### config.mk
export PLATFORM = sky130hd
export DESIGN_NAME = header_terminator_deframer_top
export DESIGN_NICKNAME = d
export VERILOG_FILES = /design/src/hdl/hdtd_pkg.sv /design/src/hdl/header_terminator_deframer_top.sv /design/src/hdl/hdtd_front.sv /design/src/hdl/hdtd_queue.sv /design/src/hdl/hdtd_back.sv
export SDC_FILE = /design/constraint.sdc
export NUM_CORES = 1
export LEC_CHECK = 0
export BUFFER_PORTS_ARGS = -buffer_cell sky130_fd_sc_hd__buf_2
export CORE_ASPECT_RATIO = 1.75
export CORE_MARGIN = 5
export CORE_UTILIZATION = 30
export CTS_BUF_LIST = sky130_fd_sc_hd__clkbuf_2
export DETAILED_ROUTE_END_ITERATION = 10
export GPL_ROUTABILITY_DRIVEN = 0
export GPL_TIMING_DRIVEN = 0
export PLACE_DENSITY_LB_ADDON = 0.1
export SKIP_CTS_REPAIR_TIMING = 1
export SYNTH_ARGS = -nofsm -noshare
export SYNTH_HDL_FRONTEND = slang
export SYNTH_SLANG_ARGS = --single-unit
### constraint.sdc
create_clock -name clk_i -period 5.3 [get_ports clk_i]
set_input_delay 1.06 -clock clk_i [delete_from_list [all_inputs] [get_ports clk_i]]
set_output_delay 1.06 -clock clk_i [all_outputs]
set_load 0.03 [all_outputs]
### src/hdl/hdtd_pkg.sv
// Shared types and constants of the header/terminator deframer.
package hdtd_pkg;

  localparam int unsigned MaxFrame = 64;
  localparam int unsigned IdxW     = 6;
  localparam int unsigned CntW     = 7;
  localparam int unsigned ByteW    = 8;
  localparam int unsigned NumBanks = 2;
  localparam int unsigned BankW    = 1;
  localparam int unsigned AddrW    = BankW + IdxW;
  localparam int unsigned OutDataW = 24;

  localparam logic [23:0] HdrPrefix = 24'h414135;
  localparam logic [7:0]  HdrFinal  = 8'h35;
  localparam logic [7:0]  TermCr    = 8'h0D;
  localparam logic [7:0]  LowerA    = 8'h61;
  localparam logic [7:0]  LowerZ    = 8'h7A;
  localparam logic [7:0]  CaseDelta = 8'h20;

  localparam logic [CntW-1:0] MaxCnt  = CntW'(MaxFrame);
  localparam logic [CntW-1:0] OverCnt = CntW'(MaxFrame + 1);

  // One completed frame waiting for delivery.
  typedef struct packed {
    logic [BankW-1:0] bank;
    logic [CntW-1:0]  len;
  } desc_t;

  // Write port into the payload store.
  typedef struct packed {
    logic             en;
    logic [AddrW-1:0] addr;
    logic [ByteW-1:0] data;
  } wr_t;

  function automatic logic [7:0] fold_upper(input logic [7:0] c);
    logic [7:0] r;
    r = c;
    if (c >= LowerA && c <= LowerZ) begin
      r = c - CaseDelta;
    end
    return r;
  endfunction

endpackage

### src/hdl/header_terminator_deframer_top.sv
// Top level of the header/terminator deframer.
// Bytes are taken one per cycle; a transfer is stalled only while a payload is
// being captured and both payload banks still hold frames waiting for delivery.
// Each result is delivered by a store read (B_READ) followed by an output state
// (B_SHOW) that holds until the receiver takes it; an empty frame gives a single
// result, with has_data low, after its terminator.
// The two-bank payload store and the two-entry frame queue let capture of the
// next frame overlap delivery of the current one.
module header_terminator_deframer_top import hdtd_pkg::*; (
  input  logic                clk_i,
  input  logic                rst_ni,
  input  logic                s_axis_tvalid,
  output logic                s_axis_tready,
  input  logic [7:0]          s_axis_tdata,   // [7:0] rx_byte
  output logic                m_axis_tvalid,
  input  logic                m_axis_tready,
  output logic [OutDataW-1:0] m_axis_tdata,   // [7:0] data_byte, [13:8] byte_index,
                                              // [20:14] frame_length, [21] has_data
  output logic                m_axis_tlast    // last
);

  logic  push, pop, q_empty, q_full;
  desc_t push_desc, head;
  wr_t   wr;

  hdtd_front u_front (
    .clk_i       (clk_i),
    .rst_ni      (rst_ni),
    .s_tvalid_i  (s_axis_tvalid),
    .s_tready_o  (s_axis_tready),
    .s_tdata_i   (s_axis_tdata),
    .q_full_i    (q_full),
    .push_o      (push),
    .push_desc_o (push_desc),
    .wr_o        (wr)
  );

  hdtd_queue u_queue (
    .clk_i       (clk_i),
    .rst_ni      (rst_ni),
    .push_i      (push),
    .push_desc_i (push_desc),
    .pop_i       (pop),
    .head_o      (head),
    .empty_o     (q_empty),
    .full_o      (q_full)
  );

  hdtd_back u_back (
    .clk_i      (clk_i),
    .rst_ni     (rst_ni),
    .wr_i       (wr),
    .head_i     (head),
    .q_empty_i  (q_empty),
    .pop_o      (pop),
    .m_tvalid_o (m_axis_tvalid),
    .m_tready_i (m_axis_tready),
    .m_tdata_o  (m_axis_tdata),
    .m_tlast_o  (m_axis_tlast)
  );

endmodule

### src/hdl/hdtd_front.sv
// Input side: case folding, header hunt and payload capture.
module hdtd_front import hdtd_pkg::*; (
  input  logic             clk_i,
  input  logic             rst_ni,
  input  logic             s_tvalid_i,
  output logic             s_tready_o,
  input  logic [7:0]       s_tdata_i,   // rx_byte
  input  logic             q_full_i,
  output logic             push_o,
  output desc_t            push_desc_o,
  output wr_t              wr_o
);

  logic [23:0]      window_q, window_d;
  logic             in_payload_q, in_payload_d;
  logic [CntW-1:0]  count_q, count_d;
  logic [BankW-1:0] bank_q, bank_d;
  logic [7:0]       c;
  logic             acc;

  assign c          = fold_upper(s_tdata_i);
  // While in a payload the current bank may still be queued for delivery.
  assign s_tready_o = !in_payload_q || !q_full_i;
  assign acc        = s_tvalid_i && s_tready_o;

  always_comb begin
    window_d     = window_q;
    in_payload_d = in_payload_q;
    count_d      = count_q;
    bank_d       = bank_q;
    push_o       = 1'b0;
    push_desc_o  = '{bank: bank_q, len: count_q};
    wr_o         = '{en: 1'b0, addr: {bank_q, count_q[IdxW-1:0]}, data: c};
    if (acc) begin
      if (!in_payload_q) begin
        if (window_q == HdrPrefix && c == HdrFinal) begin
          in_payload_d = 1'b1;
          count_d      = '0;
          window_d     = '0;
        end else begin
          window_d = {window_q[15:0], c};
        end
      end else if (c != TermCr) begin
        if (count_q < MaxCnt) begin
          wr_o.en = 1'b1;
          count_d = count_q + 1'b1;
        end else begin
          count_d = OverCnt;
        end
      end else begin
        in_payload_d = 1'b0;
        window_d     = '0;
        count_d      = '0;
        if (count_q <= MaxCnt) begin
          push_o = 1'b1;
          bank_d = bank_q + 1'b1;
        end
      end
    end
  end

  always_ff @(posedge clk_i or negedge rst_ni) begin
    if (!rst_ni) begin
      window_q     <= '0;
      in_payload_q <= 1'b0;
      count_q      <= '0;
      bank_q       <= '0;
    end else begin
      window_q     <= window_d;
      in_payload_q <= in_payload_d;
      count_q      <= count_d;
      bank_q       <= bank_d;
    end
  end

endmodule

### src/hdl/hdtd_queue.sv
// Two-entry queue of completed frame descriptors.
module hdtd_queue import hdtd_pkg::*; (
  input  logic  clk_i,
  input  logic  rst_ni,
  input  logic  push_i,
  input  desc_t push_desc_i,
  input  logic  pop_i,
  output desc_t head_o,
  output logic  empty_o,
  output logic  full_o
);

  desc_t      mem_q [NumBanks];
  logic       wptr_q, rptr_q;
  logic [1:0] cnt_q;

  assign head_o  = mem_q[rptr_q];
  assign empty_o = (cnt_q == 2'd0);
  assign full_o  = (cnt_q == 2'd2);

  always_ff @(posedge clk_i) begin
    if (push_i) begin
      mem_q[wptr_q] <= push_desc_i;
    end
  end

  always_ff @(posedge clk_i or negedge rst_ni) begin
    if (!rst_ni) begin
      wptr_q <= 1'b0;
      rptr_q <= 1'b0;
      cnt_q  <= '0;
    end else begin
      if (push_i) begin
        wptr_q <= ~wptr_q;
      end
      if (pop_i) begin
        rptr_q <= ~rptr_q;
      end
      cnt_q <= cnt_q + {1'b0, push_i} - {1'b0, pop_i};
    end
  end

endmodule

### src/hdl/hdtd_back.sv
// Output side: payload store and delivery of each frame as a run of results.
module hdtd_back import hdtd_pkg::*; (
  input  logic                clk_i,
  input  logic                rst_ni,
  input  wr_t                 wr_i,
  input  desc_t               head_i,
  input  logic                q_empty_i,
  output logic                pop_o,
  output logic                m_tvalid_o,
  input  logic                m_tready_i,
  output logic [OutDataW-1:0] m_tdata_o,
  output logic                m_tlast_o
);

  typedef enum logic [1:0] {
    B_IDLE,
    B_READ,
    B_SHOW
  } state_e;

  state_e          state_q;
  logic [IdxW-1:0] idx_q;
  logic [7:0]      rdata_q;
  logic [7:0]      store_q [NumBanks * MaxFrame];
  logic            has_data;
  logic            is_last;
  logic [7:0]      data_byte;

  always_ff @(posedge clk_i) begin
    if (wr_i.en) begin
      store_q[wr_i.addr] <= wr_i.data;
    end
    if (state_q == B_READ) begin
      rdata_q <= store_q[{head_i.bank, idx_q}];
    end
  end

  assign has_data   = (head_i.len != '0);
  assign is_last    = !has_data || ({1'b0, idx_q} + 1'b1 == head_i.len);
  assign data_byte  = has_data ? rdata_q : 8'h00;
  assign m_tvalid_o = (state_q == B_SHOW);
  assign m_tlast_o  = is_last;
  assign m_tdata_o  = {2'b00, has_data, head_i.len, idx_q, data_byte};
  assign pop_o      = m_tvalid_o && m_tready_i && is_last;

  always_ff @(posedge clk_i or negedge rst_ni) begin
    if (!rst_ni) begin
      state_q <= B_IDLE;
      idx_q   <= '0;
    end else begin
      case (state_q)
        B_IDLE: begin
          idx_q <= '0;
          if (!q_empty_i) begin
            state_q <= B_READ;
          end
        end
        B_READ: begin
          state_q <= B_SHOW;
        end
        B_SHOW: begin
          if (m_tready_i) begin
            if (is_last) begin
              state_q <= B_IDLE;
              idx_q   <= '0;
            end else begin
              state_q <= B_READ;
              idx_q   <= idx_q + 1'b1;
            end
          end
        end
        default: begin
          state_q <= B_IDLE;
        end
      endcase
    end
  end

`ifndef SYNTHESIS
  a_show_needs_frame: assert property (@(posedge clk_i) disable iff (!rst_ni)
    m_tvalid_o |-> !q_empty_i)
    else $error("result shown with no queued frame");
  a_pop_on_last: assert property (@(posedge clk_i) disable iff (!rst_ni)
    pop_o |-> m_tlast_o && m_tready_i)
    else $error("frame released before its last result was taken");
  a_index_in_range: assert property (@(posedge clk_i) disable iff (!rst_ni)
    (state_q != B_IDLE && has_data) |-> ({1'b0, idx_q} < head_i.len))
    else $error("byte index beyond frame length");
  a_no_write_to_read_bank: assert property (@(posedge clk_i) disable iff (!rst_ni)
    (wr_i.en && state_q != B_IDLE) |-> (wr_i.addr[AddrW-1 -: BankW] != head_i.bank))
    else $error("payload write into the bank being delivered");
`endif

endmodule

==> qor_table.md <==
| Quantity | Value |
|:---|:---|
| Count of warnings emitted by yosys | 0 |
| Cell depth of the worst flop-to-flop path | 7 |
| Cell types occupying the most area after synthesis | sky130_fd_sc_hd__edfxtp_1, sky130_fd_sc_hd__mux4_2, sky130_fd_sc_hd__dfrtp_1 |
| Clock latency at the later pin of the worst-skew pair | 1.52 ns |
| Period utilisation layout | 93.4% |
| Most frequently used flop master after synthesis | sky130_fd_sc_hd__edfxtp_1 |
| Die height | 510 µm |
| Initial standard-cell utilization of the core | 30.2% |
| Worst Clk Skew | 0.0899 ns |
| Remaining max-slew budget at the tightest pin | 11.7% |
| Crit Reg-Reg Endpoint | u_back.rdata_q[2]$_DFFE_PN_ |
| Global-route total usage across every layer | 16.9% |
| Class of the most critical hold timing path | input pin to flop |
| Max VDD drop | 0.185 mV |
| Critical path start-end classification | flop to output pin |
| PortBufs | 36 |
| Max-slew violation total from the final report | 0 |
| Final global-route overflow total | 0 |
| Proportion of register bits with asynchronous set or reset after synthesis | 4.12% |
| Layout fillers | 13,550 |
| Synthesis-stage register bit count | 1,093 |
| Max-Cap Viols | 0 |
| DP Worst Slack | -0.498 ns |
| Critical path capture point type | output pin |
| Via Count | 21,331 |
| Number of flops mapped to enable cells by yosys | 1,048 |
| Most frequent cell after synthesis | sky130_fd_sc_hd__edfxtp_1 |
| Residual antenna-violating net count after detailed routing | 0 |
| Die width | 296 µm |
| Number of stages on the worst hold path | 3 |
| Clock net sink count | 1,093 |
| Detailed-route wire length | 127,000 µm |
| Startpoint kind of the worst setup timing path | flop |
| Seq/Total Area, Yosys | 76.1% |
| Worst EP arrival | 3.89 ns |
| Startpoint of the lowest-slack hold path | s_axis_tdata[6] |
| Clock tree from TritonCTS | built |
| Reg clk slew, reported paths | 0.10 ns |
| First-pass GRT wire length | 178,000 µm |
| Status | completed |
| Final setup violating endpoints | 0 |
| Initial antenna violation count | 3 |
| PwrDens | 394 nW/µm² |
| Net total in the final layout | 2,296 |
| Worst Max-Slew Pin Slew | 1.33 ns |
| Number of iterations in the first detailed-routing pass | 7 |
| Pin count of the biggest net entering global routing | 101 |
| # DRC | 0 |
| CTS HTree Levels | 5 |
| Reported leakage power | 14.9 nW |
| R2R Setup Slk | 0.96 ns |
| Beginning of the worst register-to-register path | u_back.idx_q[2]$_DFFE_PN0P_ |
| Die outline area | 151,000 µm² |
| Cell count after synthesis | 1,936 |
| Maximum achievable frequency | 0.202 GHz |
| Setup repair after global routing missed its margin | no |
| Hold Path End | u_back.store_q[57][7]$_DFFE_PP_ |
| Detailed Route Iter0 Violations | 1,628 |
| Vias per cell | 4.95 |
| Endpoints failing hold | 0 |
| Required arrival time at the worst endpoint | 4.24 ns |
| Core area | 142,000 µm² |
| Top post-synthesis cells by count | sky130_fd_sc_hd__edfxtp_1, sky130_fd_sc_hd__mux4_2, sky130_fd_sc_hd__nor2_1 |
| Syn Std Cell Area | 42,800 µm² |
| Critical-path maximum fanout | 10 |
| Routed wirelength normalized by instance count | 29.5 µm |
| Num ports | 39 |
| Half-perimeter wire length of the detailed placement result | 87,100 µm |
| Share of post-route cells with drive strength above 1 | 35.5% |
| Buffer depth of the longest clock path | 4 |
| Number of global-route vias before repair | 23,290 |
| Utilization after layout | 33.9% |
| Number of rows created at floorplan | 183 |
| Area added between synthesis and finish | 12.5% |
| Post-synthesis cell type count | 56 |
| Yosys top cell area share | 73.5% |
| Clock root cell | sky130_fd_sc_hd__clkbuf_2 |
| Dominant cell type by area after synthesis | sky130_fd_sc_hd__edfxtp_1 |
| Total clock buffers created by CTS | 275 |
| Least setup slack across all paths after layout | 0.350 ns |
| Fin crit period | 4.95 ns |
| Average cell area after synthesis | 22.1 µm² |
stage by stage:
stage          total power (W)  cells   TNS, ns  instance area, µm²  hold slack (ns)
2_1_floorplan           0.0121   1937         0               42800            0.440
3_3_place_gp            0.0137   3823  -2665.11               45300            0.455
3_5_place_dp            0.0138   3836    -85.93               45700            0.463
4_1_cts                 0.0194   4288     -1.58               48000           -0.537
5_1_grt                 0.0199   4307         0               48200         -0.00949
6_report                0.0190   4307         0               48200            0.201
routing by layer:
metal,GRT usage (%),up-vias,wire (µm)
met2,32.5,677,72300
li1,-,8963,-
met5,0,-,0
met1,18.5,11484,45900
met4,5.37,0,3520
met3,3.52,207,5440
cells by family after synthesis:
kind of cell | Yosys count | synth area share, %
flip-flops | 1093 | 76.1
multiplexers | 360 | 17.8
AND/OR/NAND/NOR | 260 | 2.82
buffers and inverters | 120 | 1.30
AO/OA/AOI/OAI | 82 | 1.49
XOR/XNOR | 14 | 0.286
adder cells (fa/ha/maj) | 6 | 0.175
other | 1 | 0.00876
cell type report:
type                            instances  area (µm²)  area share [%]
Tap cell                             1850        2310            4.80
Inverter                               17        63.8           0.132
Clock buffer                          386        1930            4.01
Antenna cell                            4        10.0          0.0208
Multi-Input combinational cell        724        9720            20.2
Timing Repair Buffer                   65         664            1.38
Sequential cell                      1093       32600            67.7
Clock inverter                         66         364           0.756
Buffer                                102         513            1.06
state kept, by name (all words and copies together) (netlist names):
| name | cells |
|---|---|
| u_front.window_q | 24 |
| u_queue.wptr_q | 1 |
| u_front.bank_q | 1 |
| u_back.store_q | 1024 |
| u_back.state_q | 2 |
| u_front.in_payload_q | 1 |
| u_queue.cnt_q | 2 |
| u_front.count_q | 7 |
| u_back.rdata_q | 8 |
| u_queue.rptr_q | 1 |
| u_queue.mem_q | 16 |
| u_back.idx_q | 6 |
power by group:
group | leakage, nW | switching (W) | internal (W)
sequential | 9.94 | 0.0000532 | 0.00955
combinational | 3.15 | 0.00229 | 0.00159
clock | 1.79 | 0.00339 | 0.00213
placed cells by master (no fill, tap or decap), drive strengths merged, types with 3 or more instances in the layout:
cell type	n
buf	120
nand2b	4
a221oi	7
ha	6
o21ai	6
xnor2	10
nor4b	4
nor4bb	3
a31o	3
clkbuf	423
o31ai	4
and2	3
xor2	4
nor2b	16
mux2	17
a21oi	8
nor3	10
a22o	27
mux2i	23
and2b	3
dlygate4sd3	10
mux4	320
dfrtp	45
bufinv	4
inv	23
o22ai	7
nor2	150
and3	4
a31oi	6
edfxtp	1048
nand3	20
a21o	3
nand2	35
diode	4
clkinv	56
worst max path at each step:
stage	from	endpoint	cells past startpoint
after floorplan	s_axis_tdata[2]	u_front.count_q[6]$_DFFE_PN0P_	8
after global placement	s_axis_tdata[3]	u_back.store_q[96][7]$_DFFE_PP_	4
after detailed placement	s_axis_tdata[3]	u_back.store_q[106][1]$_DFFE_PP_	10
after CTS	u_queue.rptr_q$_DFFE_PN0P_	m_axis_tlast	8
after global routing	u_queue.rptr_q$_DFFE_PN0P_	m_axis_tlast	8
final	u_queue.rptr_q$_DFFE_PN0P_	m_axis_tlast	8
worst max-delay path, stage by stage (launching register included):
cell and delay [ns]:
sky130_fd_sc_hd__dfrtp_1 0.38, sky130_fd_sc_hd__buf_4 0.22, sky130_fd_sc_hd__mux2i_1 0.54, sky130_fd_sc_hd__nand4_1 0.24, sky130_fd_sc_hd__nor3_4 0.36, sky130_fd_sc_hd__inv_1 0.20
sky130_fd_sc_hd__o41ai_2 0.12, sky130_fd_sc_hd__buf_6 0.17, sky130_fd_sc_hd__clkbuf_4 0.20
Note: power is estimated with default switching activity, not from simulation.
